===== src/cfr_pkg.sv =====
// ----------------------------------------------------------------------------
// cfr_pkg
// Shared types and constants of the chunked frame reassembler.
// ----------------------------------------------------------------------------
`default_nettype none

package cfr_pkg;

    // Register reset values and fixed limits.
    localparam logic [15:0] C_TIMEOUT_RST  = 16'd5000;
    localparam logic [15:0] C_MAX_LEN_RST  = 16'd32768;
    localparam logic [31:0] C_MAX_FRAME    = 32'd32768;
    localparam int          C_MAX_CHUNK    = 512;
    localparam logic [16:0] C_IDLE_MAX     = 17'h1FFFF;
    localparam logic [9:0]  C_HDR_MIN      = 10'd8;
    localparam logic [7:0]  C_SYNC0        = 8'hFF;
    localparam logic [7:0]  C_SYNC1        = 8'hFE;
    localparam int          C_CMDQ_DEPTH   = 4;

    // Register index decoded from the address.
    localparam logic REG_TIMEOUT = 1'b0;
    localparam logic REG_MAX_LEN = 1'b1;

    // Commands passed from the front to the back.
    localparam logic [2:0] OP_START = 3'd0;
    localparam logic [2:0] OP_DATA  = 3'd1;
    localparam logic [2:0] OP_PAIR  = 3'd2;
    localparam logic [2:0] OP_DROP  = 3'd3;
    localparam logic [2:0] OP_JUDGE = 3'd4;

    // Result kinds.
    localparam logic [2:0] KIND_DATA     = 3'd0;
    localparam logic [2:0] KIND_HEADER   = 3'd1;
    localparam logic [2:0] KIND_TOO_BIG  = 3'd2;
    localparam logic [2:0] KIND_ZERO_LEN = 3'd3;
    localparam logic [2:0] KIND_STRAY    = 3'd4;
    localparam logic [2:0] KIND_TIMEOUT  = 3'd5;

    typedef struct packed {
        logic [2:0]  op;
        logic        tmo;        // idle time exceeded at chunk start
        logic        act;        // chunk start byte is data or stray
        logic [7:0]  data_byte;
        logic [31:0] length;
    } t_cmd;

    typedef struct packed {
        logic [2:0]  kind;
        logic [14:0] offset;
        logic [7:0]  payload;
        logic        frame_done;
        logic [31:0] declared_length;
        logic        run_last;
    } t_result;

endpackage

`default_nettype wire


===== src/chunked_frame_reassembler_unit.sv =====
// ----------------------------------------------------------------------------
// chunked_frame_reassembler_unit
// Rebuilds frames from byte-serial notification chunks and millisecond ticks.
// ----------------------------------------------------------------------------
// The unit accepts one item (a tick or a chunk byte) per clock cycle as long
// as its four-entry command queue has room. The front tracks the chunk role,
// byte position, header length and idle time and turns each byte into a
// command; the back applies commands to the open frame and registers results.
// A result passes through the command queue and the output register. The result
// port delivers one result per cycle; an item with two results (a timeout then a
// stray report, or a held sync byte released as data with the next byte) parks
// the second in a pending register. Throughput is one item per cycle whenever
// the result side keeps up. Registers: timeout_ms at address 0, max_frame_length
// at address 4. Write them only while idle; the block does not enforce that.
// ----------------------------------------------------------------------------
`default_nettype none

module chunked_frame_reassembler_unit #(
    parameter int P_MAX_CHUNK = cfr_pkg::C_MAX_CHUNK
) (
    input  wire logic          i_clk,
    input  wire logic          i_rst_n,
    // Item input channel
    input  wire logic          i_valid,
    output logic               o_ready,
    input  wire logic          i_mode,
    input  wire logic [7:0]    i_data_byte,
    input  wire logic          i_chunk_start,
    input  wire logic [9:0]    i_chunk_length,
    // Result output channel
    output logic               o_valid,
    input  wire logic          i_ready,
    output logic [2:0]         o_kind,
    output logic [14:0]        o_offset,
    output logic [7:0]         o_payload,
    output logic               o_frame_done,
    output logic [31:0]        o_declared_length,
    output logic               o_run_last,
    // Configuration port
    input  wire logic          psel,
    input  wire logic          penable,
    input  wire logic          pwrite,
    input  wire logic [2:0]    paddr,
    input  wire logic [31:0]   pwdata,
    output logic [31:0]        prdata,
    output logic               pready
);

    logic [15:0]      r_timeout_ms;
    logic [15:0]      r_max_frame_length;
    logic             cfg_wr;
    logic             q_full, q_push, q_valid, q_pop;
    cfr_pkg::t_cmd    push_cmd, q_cmd;
    cfr_pkg::t_result result;

    assign pready = 1'b1;
    assign cfg_wr = psel && penable && pwrite && pready;

    always_ff @(posedge i_clk) begin
        if (!i_rst_n) begin
            r_timeout_ms       <= cfr_pkg::C_TIMEOUT_RST;
            r_max_frame_length <= cfr_pkg::C_MAX_LEN_RST;
        end else if (cfg_wr) begin
            unique case (paddr[2])
                cfr_pkg::REG_TIMEOUT: r_timeout_ms       <= pwdata[15:0];
                cfr_pkg::REG_MAX_LEN: r_max_frame_length <= pwdata[15:0];
            endcase
        end
    end

    always_comb begin
        unique case (paddr[2])
            cfr_pkg::REG_TIMEOUT: prdata = {16'd0, r_timeout_ms};
            cfr_pkg::REG_MAX_LEN: prdata = {16'd0, r_max_frame_length};
        endcase
    end

    cfr_front #(
        .P_MAX_CHUNK (P_MAX_CHUNK)
    ) u_front (
        .i_clk          (i_clk),
        .i_rst_n        (i_rst_n),
        .i_valid        (i_valid),
        .o_ready        (o_ready),
        .i_mode         (i_mode),
        .i_data_byte    (i_data_byte),
        .i_chunk_start  (i_chunk_start),
        .i_chunk_length (i_chunk_length),
        .i_timeout_ms   (r_timeout_ms),
        .i_q_full       (q_full),
        .o_push         (q_push),
        .o_cmd          (push_cmd)
    );

    cfr_cmd_fifo u_cmd_fifo (
        .i_clk   (i_clk),
        .i_rst_n (i_rst_n),
        .i_push  (q_push),
        .i_data  (push_cmd),
        .o_full  (q_full),
        .i_pop   (q_pop),
        .o_valid (q_valid),
        .o_data  (q_cmd)
    );

    cfr_back u_back (
        .i_clk              (i_clk),
        .i_rst_n            (i_rst_n),
        .i_max_frame_length (r_max_frame_length),
        .i_q_valid          (q_valid),
        .i_q_data           (q_cmd),
        .o_pop              (q_pop),
        .o_valid            (o_valid),
        .i_ready            (i_ready),
        .o_result           (result)
    );

    assign o_kind            = result.kind;
    assign o_offset          = result.offset;
    assign o_payload         = result.payload;
    assign o_frame_done      = result.frame_done;
    assign o_declared_length = result.declared_length;
    assign o_run_last        = result.run_last;

endmodule

`default_nettype wire


===== src/cfr_front.sv =====
// ----------------------------------------------------------------------------
// cfr_front
// Accepts items, tracks chunk parsing and idle time, and issues commands.
// ----------------------------------------------------------------------------
`default_nettype none

module cfr_front #(
    parameter int P_MAX_CHUNK = cfr_pkg::C_MAX_CHUNK
) (
    input  wire logic          i_clk,
    input  wire logic          i_rst_n,
    input  wire logic          i_valid,
    output logic               o_ready,
    input  wire logic          i_mode,
    input  wire logic [7:0]    i_data_byte,
    input  wire logic          i_chunk_start,
    input  wire logic [9:0]    i_chunk_length,
    input  wire logic [15:0]   i_timeout_ms,
    input  wire logic          i_q_full,
    output logic               o_push,
    output cfr_pkg::t_cmd      o_cmd
);

    localparam int PW = $clog2(P_MAX_CHUNK + 1);

    localparam logic [1:0] ROLE_IGNORE = 2'd0;
    localparam logic [1:0] ROLE_MAYBE  = 2'd1;
    localparam logic [1:0] ROLE_HEADER = 2'd2;
    localparam logic [1:0] ROLE_DATA   = 2'd3;

    logic [16:0]   r_idle, n_idle;
    logic [PW-1:0] r_pos, n_pos;
    logic [1:0]    r_role, n_role;
    logic [31:0]   r_acc, n_acc;
    cfr_pkg::t_cmd cmd;
    logic          cmd_v;
    logic          accept;

    assign o_ready = !i_q_full;
    assign accept  = i_valid && o_ready;
    assign o_push  = accept && cmd_v;
    assign o_cmd   = cmd;

    always_comb begin
        n_idle = r_idle;
        n_pos  = r_pos;
        n_role = r_role;
        n_acc  = r_acc;
        cmd    = '0;
        cmd_v  = 1'b0;
        if (!i_mode) begin
            if (r_idle != cfr_pkg::C_IDLE_MAX) begin
                n_idle = r_idle + 17'd1;
            end
        end else if (i_chunk_start) begin
            n_pos  = '0;
            n_role = ROLE_IGNORE;
            // An empty chunk clears the position but leaves the idle count alone.
            if (i_chunk_length != 10'd0) begin
                n_idle         = '0;
                n_pos          = PW'(1);
                cmd.op         = cfr_pkg::OP_START;
                cmd.tmo        = (r_idle > {1'b0, i_timeout_ms});
                cmd.data_byte  = i_data_byte;
                if (i_chunk_length >= cfr_pkg::C_HDR_MIN && i_data_byte == cfr_pkg::C_SYNC0) begin
                    n_role  = ROLE_MAYBE;
                    cmd.act = 1'b0;
                end else begin
                    // The back drops data bytes when no frame is open, so the
                    // stray case can share the data role.
                    n_role  = ROLE_DATA;
                    cmd.act = 1'b1;
                end
                cmd_v = cmd.tmo || cmd.act;
            end
        end else begin
            n_idle = '0;
            if (r_pos < PW'(P_MAX_CHUNK)) begin
                n_pos = r_pos + PW'(1);
            end
            unique case (r_role)
                ROLE_MAYBE: begin
                    cmd.data_byte = i_data_byte;
                    cmd_v         = 1'b1;
                    if (i_data_byte == cfr_pkg::C_SYNC1) begin
                        n_role = ROLE_HEADER;
                        n_acc  = '0;
                        cmd.op = cfr_pkg::OP_DROP;
                    end else begin
                        n_role = ROLE_DATA;
                        cmd.op = cfr_pkg::OP_PAIR;
                    end
                end
                ROLE_HEADER: begin
                    if (r_pos >= PW'(2) && r_pos <= PW'(5)) begin
                        n_acc = {r_acc[23:0], i_data_byte};
                    end
                    if (r_pos == PW'(5)) begin
                        n_role     = ROLE_IGNORE;
                        cmd.op     = cfr_pkg::OP_JUDGE;
                        cmd.length = {r_acc[23:0], i_data_byte};
                        cmd_v      = 1'b1;
                    end
                end
                ROLE_DATA: begin
                    cmd.op        = cfr_pkg::OP_DATA;
                    cmd.data_byte = i_data_byte;
                    cmd_v         = 1'b1;
                end
                ROLE_IGNORE: begin
                end
            endcase
        end
    end

    always_ff @(posedge i_clk) begin
        if (!i_rst_n) begin
            r_idle <= '0;
            r_pos  <= '0;
            r_role <= ROLE_IGNORE;
            r_acc  <= '0;
        end else if (accept) begin
            r_idle <= n_idle;
            r_pos  <= n_pos;
            r_role <= n_role;
            r_acc  <= n_acc;
        end
    end

endmodule

`default_nettype wire


===== src/cfr_cmd_fifo.sv =====
// ----------------------------------------------------------------------------
// cfr_cmd_fifo
// Short register queue that decouples the front from the back.
// ----------------------------------------------------------------------------
`default_nettype none

module cfr_cmd_fifo (
    input  wire logic          i_clk,
    input  wire logic          i_rst_n,
    input  wire logic          i_push,
    input  wire cfr_pkg::t_cmd i_data,
    output logic               o_full,
    input  wire logic          i_pop,
    output logic               o_valid,
    output cfr_pkg::t_cmd      o_data
);

    localparam int DEPTH = cfr_pkg::C_CMDQ_DEPTH;
    localparam int AW    = $clog2(DEPTH);
    localparam int CW    = $clog2(DEPTH + 1);

    cfr_pkg::t_cmd r_mem [DEPTH];
    logic [AW-1:0] r_wr_ptr, r_rd_ptr;
    logic [CW-1:0] r_cnt;
    logic          do_push, do_pop;

    assign o_full  = (r_cnt == CW'(DEPTH));
    assign o_valid = (r_cnt != '0);
    assign o_data  = r_mem[r_rd_ptr];
    assign do_push = i_push && !o_full;
    assign do_pop  = i_pop && o_valid;

    always_ff @(posedge i_clk) begin
        if (!i_rst_n) begin
            r_wr_ptr <= '0;
            r_rd_ptr <= '0;
            r_cnt    <= '0;
        end else begin
            if (do_push) begin
                r_wr_ptr <= (r_wr_ptr == AW'(DEPTH - 1)) ? '0 : r_wr_ptr + AW'(1);
            end
            if (do_pop) begin
                r_rd_ptr <= (r_rd_ptr == AW'(DEPTH - 1)) ? '0 : r_rd_ptr + AW'(1);
            end
            if (do_push && !do_pop) begin
                r_cnt <= r_cnt + CW'(1);
            end else if (do_pop && !do_push) begin
                r_cnt <= r_cnt - CW'(1);
            end
        end
    end

    always_ff @(posedge i_clk) begin
        if (do_push) begin
            r_mem[r_wr_ptr] <= i_data;
        end
    end

endmodule

`default_nettype wire


===== src/cfr_back.sv =====
// ----------------------------------------------------------------------------
// cfr_back
// Executes commands against the open frame and drives the result channel.
// ----------------------------------------------------------------------------
`default_nettype none

module cfr_back (
    input  wire logic          i_clk,
    input  wire logic          i_rst_n,
    input  wire logic [15:0]   i_max_frame_length,
    input  wire logic          i_q_valid,
    input  wire cfr_pkg::t_cmd i_q_data,
    output logic               o_pop,
    output logic               o_valid,
    input  wire logic          i_ready,
    output cfr_pkg::t_result   o_result
);

    logic             r_rcv, n_rcv;
    logic [15:0]      r_expected, n_expected;
    logic [15:0]      r_count, n_count;
    logic             r_out_v, n_out_v;
    logic             r_pend_v, n_pend_v;
    cfr_pkg::t_result r_out, n_out;
    cfr_pkg::t_result r_pend, n_pend;

    cfr_pkg::t_result res0, res1;
    logic             has0, has1;
    logic             rcv_t, done0, done1;
    logic [15:0]      count1;
    logic [31:0]      limit;

    function automatic cfr_pkg::t_result make_res(input logic [2:0] kind,
                                                  input logic [14:0] off,
                                                  input logic [7:0] pay,
                                                  input logic done,
                                                  input logic [31:0] decl);
        cfr_pkg::t_result r;
        r.kind            = kind;
        r.offset          = off;
        r.payload         = pay;
        r.frame_done      = done;
        r.declared_length = decl;
        r.run_last        = 1'b0;
        return r;
    endfunction

    // A new command is taken only when the output register can absorb it.
    assign o_pop    = i_q_valid && !r_pend_v && (!r_out_v || i_ready);
    assign o_valid  = r_out_v;
    assign o_result = r_out;

    assign limit  = ({16'd0, i_max_frame_length} > cfr_pkg::C_MAX_FRAME) ?
                    cfr_pkg::C_MAX_FRAME : {16'd0, i_max_frame_length};
    assign count1 = r_count + 16'd1;
    assign done0  = (count1 == r_expected);
    assign done1  = ((r_count + 16'd2) == r_expected);

    always_comb begin
        n_rcv      = r_rcv;
        n_expected = r_expected;
        n_count    = r_count;
        res0       = '0;
        res1       = '0;
        has0       = 1'b0;
        has1       = 1'b0;
        rcv_t      = r_rcv;
        unique case (i_q_data.op)
            cfr_pkg::OP_START: begin
                if (i_q_data.tmo && r_rcv) begin
                    has0       = 1'b1;
                    res0       = make_res(cfr_pkg::KIND_TIMEOUT, '0, '0, 1'b0, '0);
                    rcv_t      = 1'b0;
                    n_rcv      = 1'b0;
                    n_expected = '0;
                    n_count    = '0;
                end
                if (i_q_data.act) begin
                    if (rcv_t) begin
                        has0    = 1'b1;
                        res0    = make_res(cfr_pkg::KIND_DATA, r_count[14:0],
                                           i_q_data.data_byte, done0, '0);
                        n_count = count1;
                        if (done0) begin
                            n_rcv      = 1'b0;
                            n_expected = '0;
                            n_count    = '0;
                        end
                    end else if (has0) begin
                        has1 = 1'b1;
                        res1 = make_res(cfr_pkg::KIND_STRAY, '0, '0, 1'b0, '0);
                    end else begin
                        has0 = 1'b1;
                        res0 = make_res(cfr_pkg::KIND_STRAY, '0, '0, 1'b0, '0);
                    end
                end
            end
            cfr_pkg::OP_DATA: begin
                if (r_rcv) begin
                    has0    = 1'b1;
                    res0    = make_res(cfr_pkg::KIND_DATA, r_count[14:0],
                                       i_q_data.data_byte, done0, '0);
                    n_count = count1;
                    if (done0) begin
                        n_rcv      = 1'b0;
                        n_expected = '0;
                        n_count    = '0;
                    end
                end
            end
            cfr_pkg::OP_PAIR: begin
                // The held first byte of a failed header is always the sync byte.
                if (r_rcv) begin
                    has0    = 1'b1;
                    res0    = make_res(cfr_pkg::KIND_DATA, r_count[14:0],
                                       cfr_pkg::C_SYNC0, done0, '0);
                    n_count = count1;
                    if (done0) begin
                        n_rcv      = 1'b0;
                        n_expected = '0;
                        n_count    = '0;
                    end else begin
                        has1    = 1'b1;
                        res1    = make_res(cfr_pkg::KIND_DATA, count1[14:0],
                                           i_q_data.data_byte, done1, '0);
                        n_count = r_count + 16'd2;
                        if (done1) begin
                            n_rcv      = 1'b0;
                            n_expected = '0;
                            n_count    = '0;
                        end
                    end
                end else begin
                    has0 = 1'b1;
                    res0 = make_res(cfr_pkg::KIND_STRAY, '0, '0, 1'b0, '0);
                end
            end
            cfr_pkg::OP_DROP: begin
                n_rcv      = 1'b0;
                n_expected = '0;
                n_count    = '0;
            end
            cfr_pkg::OP_JUDGE: begin
                has0 = 1'b1;
                if (i_q_data.length > limit) begin
                    res0       = make_res(cfr_pkg::KIND_TOO_BIG, '0, '0, 1'b0,
                                          i_q_data.length);
                    n_rcv      = 1'b0;
                    n_expected = '0;
                    n_count    = '0;
                end else if (i_q_data.length == 32'd0) begin
                    res0       = make_res(cfr_pkg::KIND_ZERO_LEN, '0, '0, 1'b0,
                                          i_q_data.length);
                    n_rcv      = 1'b0;
                    n_expected = '0;
                    n_count    = '0;
                end else begin
                    res0       = make_res(cfr_pkg::KIND_HEADER, '0, '0, 1'b0,
                                          i_q_data.length);
                    n_rcv      = 1'b1;
                    n_expected = i_q_data.length[15:0];
                    n_count    = '0;
                end
            end
            default: begin
            end
        endcase
        res0.run_last = !has1;
        res1.run_last = 1'b1;
    end

    always_comb begin
        n_out_v  = r_out_v;
        n_out    = r_out;
        n_pend_v = r_pend_v;
        n_pend   = r_pend;
        if (r_out_v && i_ready) begin
            if (r_pend_v) begin
                n_out    = r_pend;
                n_out_v  = 1'b1;
                n_pend_v = 1'b0;
            end else begin
                n_out_v = 1'b0;
            end
        end
        if (o_pop && has0) begin
            n_out    = res0;
            n_out_v  = 1'b1;
            n_pend   = res1;
            n_pend_v = has1;
        end
    end

    always_ff @(posedge i_clk) begin
        if (!i_rst_n) begin
            r_rcv      <= 1'b0;
            r_expected <= '0;
            r_count    <= '0;
            r_out_v    <= 1'b0;
            r_pend_v   <= 1'b0;
        end else begin
            if (o_pop) begin
                r_rcv      <= n_rcv;
                r_expected <= n_expected;
                r_count    <= n_count;
            end
            r_out_v  <= n_out_v;
            r_pend_v <= n_pend_v;
        end
    end

    always_ff @(posedge i_clk) begin
        r_out  <= n_out;
        r_pend <= n_pend;
    end

`ifndef NO_ASSERTIONS
    a_pend_behind_out: assert property (@(posedge i_clk) disable iff (!i_rst_n)
        r_pend_v |-> r_out_v)
        else $error("second result pending without a result on the output");

    a_open_frame_count: assert property (@(posedge i_clk) disable iff (!i_rst_n)
        r_rcv |-> (r_count < r_expected))
        else $error("open frame has no bytes left to receive");

    a_closed_frame_clear: assert property (@(posedge i_clk) disable iff (!i_rst_n)
        !r_rcv |-> (r_count == 16'd0 && r_expected == 16'd0))
        else $error("closed frame left counters behind");

    a_done_closes: assert property (@(posedge i_clk) disable iff (!i_rst_n)
        (o_pop && has0 && res0.frame_done && !has1) |=> !r_rcv)
        else $error("completed frame still open");
`endif

endmodule

`default_nettype wire

===== config.mk =====
export PLATFORM = sky130hd
export DESIGN_NAME = chunked_frame_reassembler_unit
export DESIGN_NICKNAME = d
export VERILOG_FILES = /design/src/cfr_pkg.sv /design/src/chunked_frame_reassembler_unit.sv /design/src/cfr_front.sv /design/src/cfr_cmd_fifo.sv /design/src/cfr_back.sv
export SDC_FILE = /design/constraint.sdc
export NUM_CORES = 1
export LEC_CHECK = 0
export ABC_AREA = 1
export BUFFER_PORTS_ARGS = -buffer_cell sky130_fd_sc_hd__buf_2
export CAP_MARGIN = 30
export CORE_MARGIN = 4
export CORE_UTILIZATION = 55
export DETAILED_ROUTE_END_ITERATION = 10
export HOLD_SLACK_MARGIN = 0.1
export PLACE_DENSITY = 0.74
export REMOVE_ABC_BUFFERS = 1
export SETUP_SLACK_MARGIN = 0.02
export SLEW_MARGIN = 20
export SYNTH_ARGS = -nofsm -noshare
export SYNTH_HDL_FRONTEND = slang
export SYNTH_SLANG_ARGS = --single-unit

===== constraint.sdc =====
create_clock -name i_clk -period 3.9 [get_ports i_clk]
set_clock_uncertainty 0.15 [all_clocks]
set_input_delay 0.78 -clock i_clk [delete_from_list [all_inputs] [get_ports i_clk]]
set_output_delay 0.78 -clock i_clk [all_outputs]
set_load 0.1 [all_outputs]

==> impl_metrics.tcl <==
set metrics [dict create \
    power_per_cell_area_mw_per_mm2 764.4 \
    p_leak_uw 0.009034 \
    post-cts-setup-buffer-count 0 \
    ant_nets 0 \
    critPathMaxFanout 14 \
    hold_viol_final 0 \
    worstPathRequired_ps 4230 \
    antenna_found_initial 0 \
    ys_ff_latch 394 \
    cts_htree_levels 2 \
    reg2reg_slack_ps 400 \
    diodes 0 \
    crit_chain "or4_1, nor4_1, a21oi_1, inv_1, nand2_1, ha_1, nand2_1, inv_1, o21ai_0, nand2_1, a21oi_1, nand2_1, nand2_1, and2_1, buf_4, nand3_1, nand2_1, nor2_1, nor2_1" \
    gp_congestion 1.009 \
    wl_met2_um 23780 \
    cpPeakStageDelay_ps 510 \
    grt_pass1_wl_um 81140 \
    finalCritPeriodShare_pct 89.68 \
    wl_met3_um 5018 \
    clock_sinks 394 \
    stdcell_count 2903 \
    postSynthAreaPerCell_um2 8.478 \
    synth_cells 2306 \
    highest-signal-layer "met4" \
    min_path_cells 2 \
    min-delay-start "u_front.r_acc[19]" \
    ys_types 51 \
    grt_max_degree 93 \
    critPathSlowestCell "or4_1" \
    num_vias 16528 \
    wl_met1_um 22030 \
    vias_per_cell 5.693 \
    slew-limit-headroom_pct 40.60 \
    outcome "complete, no violations" \
    tightest_slew_ps 890.9 \
    yosysSeqAreaShare_pct 53.91 \
    cp.arrival_ps 3830 \
    boundaryPins 157 \
    holdPathEnd "u_front.r_acc[19]" \
    finalMaxSlewViolations 0 \
    die_w_um 196.5 \
    holdBufCountCts 0 \
    synth_ff_type "edfxtp_1" \
    die_h_um 196.5 \
    endpoint_kind "register" \
    drv_cap 0 \
    wl_per_cell_um 18.02 \
    ctsResizeCount 0 \
    worst_r2r_path_depth 19 \
    wirelength_um 52320 \
    clkLatencyLatePin_ps 550 \
    n_fill_cell 2934 \
    grt_setup_unrepaired "false" \
    clock_path_buffers 3 \
    cts_inserted_buffers 42 \
    yosys_warnings 0 \
    async_reset_ff_share_pct 0 \
    setup_violations 0 \
    hold_class "reg2reg" \
    period_minus_slack_ps 3497 \
    core_mm2 0.03480 \
    synth_largest_area_cell "edfxtp_1" \
    ir_drop_mv 1.046 \
    fp.dieArea_mm2 0.03863 \
    root_buffer "clkbuf_16" \
    critical_path_class "reg2reg" \
    dp.cells 2825 \
    start_util_pct 56.18 \
    globalRouteTotalUtil_pct 26.25 \
    start_kind "register" \
    drc 0 \
    synth_edf_count 265 \
    grt-ovfl-total 0 \
    netlist_top_cells_area "edfxtp_1, dfxtp_1, nand2_1, nor2_1, o21ai_0" \
    netlist_area_mm2 0.01955 \
    max_freq_mhz 285.9 \
    clk_pin_slew_worst_paths_ps 60 \
    dr.pass1.iters 6 \
    rows 68 \
    fin_setup_tns_ps 0 \
    drtIter0Drc 1557 \
    cts_tree "built" \
    reg2reg_from "r_max_frame_length[7]" \
    io_buffers 121 \
    area_growth_pct 12.36 \
    rr_endpoint "u_back.r_expected[2]" \
    hpwl_um 36210 \
    cp_common_cell "nand2_1" \
    final_nets 2523 \
    first_global_vias 15331 \
    drive_gt1_share_pct 10.78 \
    synth_top_area_share_pct 40.70 \
]
-- state kept, by name, indices dropped and copies added (netlist names), 3 cells and up, named ones only --
signal,flops
u_front.r_acc,24
r_max_frame_length,16
u_back.o_result,60
u_cmd_fifo.r_mem,180
u_back.r_count,16
u_back.r_expected,16
u_back.r_pend,25
u_front.r_idle,17
r_timeout_ms,16
u_cmd_fifo.r_cnt,3
u_front.r_pos,10
-- layout by cell type, fill, tap and decap left out, types with 7 or more instances in the layout --
cell / n
buf_2: 121
nor2_1: 337
dfxtp_1: 128
o22ai_1: 13
nand3_1: 130
inv_2: 7
clkbuf_1: 7
o21ai_0: 194
inv_1: 219
clkinv_2: 13
nor3_1: 44
ha_1: 46
a31oi_1: 13
conb_1: 17
edfxtp_1: 265
clkinv_1: 8
o22a_1: 10
a21oi_1: 133
clkbuf_16: 43
nor2_4: 7
buf_4: 37
nand4_1: 47
a32o_1: 9
o21ai_1: 18
xor2_1: 10
nand2_1: 506
-- worst max-delay path by stage --
stage / depth (start not counted) / startpoint / end
6_report: 19 / r_max_frame_length[7] / u_back.r_expected[2]
3_5_place_dp: 19 / r_max_frame_length[7] / u_back.r_expected[11]
2_1_floorplan: 11 / register / u_back.o_result[0]
5_1_grt: 19 / r_max_frame_length[6] / u_back.r_expected[9]
3_3_place_gp: 19 / r_max_frame_length[7] / u_back.r_expected[8]
4_1_cts: 17 / r_max_frame_length[7] / u_back.r_expected[10]
-- synthesized netlist by cell type, drive strengths merged (3+ instances only) --
library cell	instances
a211oi	4
a21oi	133
a31oi	13
a32o	9
and2	4
buf	60
clkbuf	55
dfxtp	129
edfxtp	265
ha	46
inv	226
nand2	513
nand3	132
nand4	47
nor2	349
nor3	44
nor4	5
o211ai	3
o21ai	213
o22a	10
o22ai	13
or2	5
xor2	10
-- cells by family after synthesis --
kind of cell | count (synthesis) | share of synthesized area [%]
flops | 394 | 53.91
buf+inv | 343 | 7.494
simple gates | 1102 | 23.49
compound gates | 403 | 11.12
fa+ha+maj | 47 | 3.046
other cells | 2 | 0.03841
xor+xnor | 15 | 0.8896
-- power breakdown --
| part | switching [uW] | internal [uW] | total (uW) |
|---|---|---|---|
| registers | 328 | 5270 | 5600 |
| clock network | 1620 | 2290 | 3900 |
| logic | 5740 | 1550 | 7290 |
| total | 7680 | 9110 | 16800 |
-- area by class of cell --
type	count	area (um2)	area share (%)
Clock buffer	53	1144	5.206
Clock inverter	25	214.0	0.9740
Inverter	228	855.8	3.896
Multi-Input combinational cell	1584	7639	34.77
Sequential cell	394	10540	47.99
Tap cell	455	569.3	2.592
Timing Repair Buffer	164	1003	4.568
-- metal layers --
metal / track usage (%) / up-vias
met5: 0 / -
met4: 8.430 / 0
met3: 5.231 / 90
met2: 41.34 / 756
met1: 37.00 / 7736
li1: - / 7946
-- critical path: cells and delay by family, from the launching register on --
kind            cells  cell delay (ps)
simple gates       12             1650
buf+inv             3              540
compound gates      3              430
flops               1              370
fa+ha+maj           1              300
-- stage by stage --
| stage | instance area (um2) | hold slack [ps] | total power [uW] | setup slack [ps] | util (%) |
|---|---|---|---|---|---|
| 3_5_place_dp | 20610 | 295.0 | 12870 | 426.0 | 59.22 |
| 4_1_cts | 21970 | 291.4 | 16790 | 407.7 | 63.12 |
| 3_3_place_gp | 20610 | 292.6 | 12720 | 450.0 | 59.22 |
| 2_1_floorplan | 19000 | 279.4 | 11000 | -2806 | - |
| 6_report | 21970 | 305.6 | 16790 | 402.7 | 63.12 |
| 5_1_grt | 21970 | 309.5 | 17640 | 51.55 | 63.12 |
Note: power is estimated with default switching activity, not from simulation.
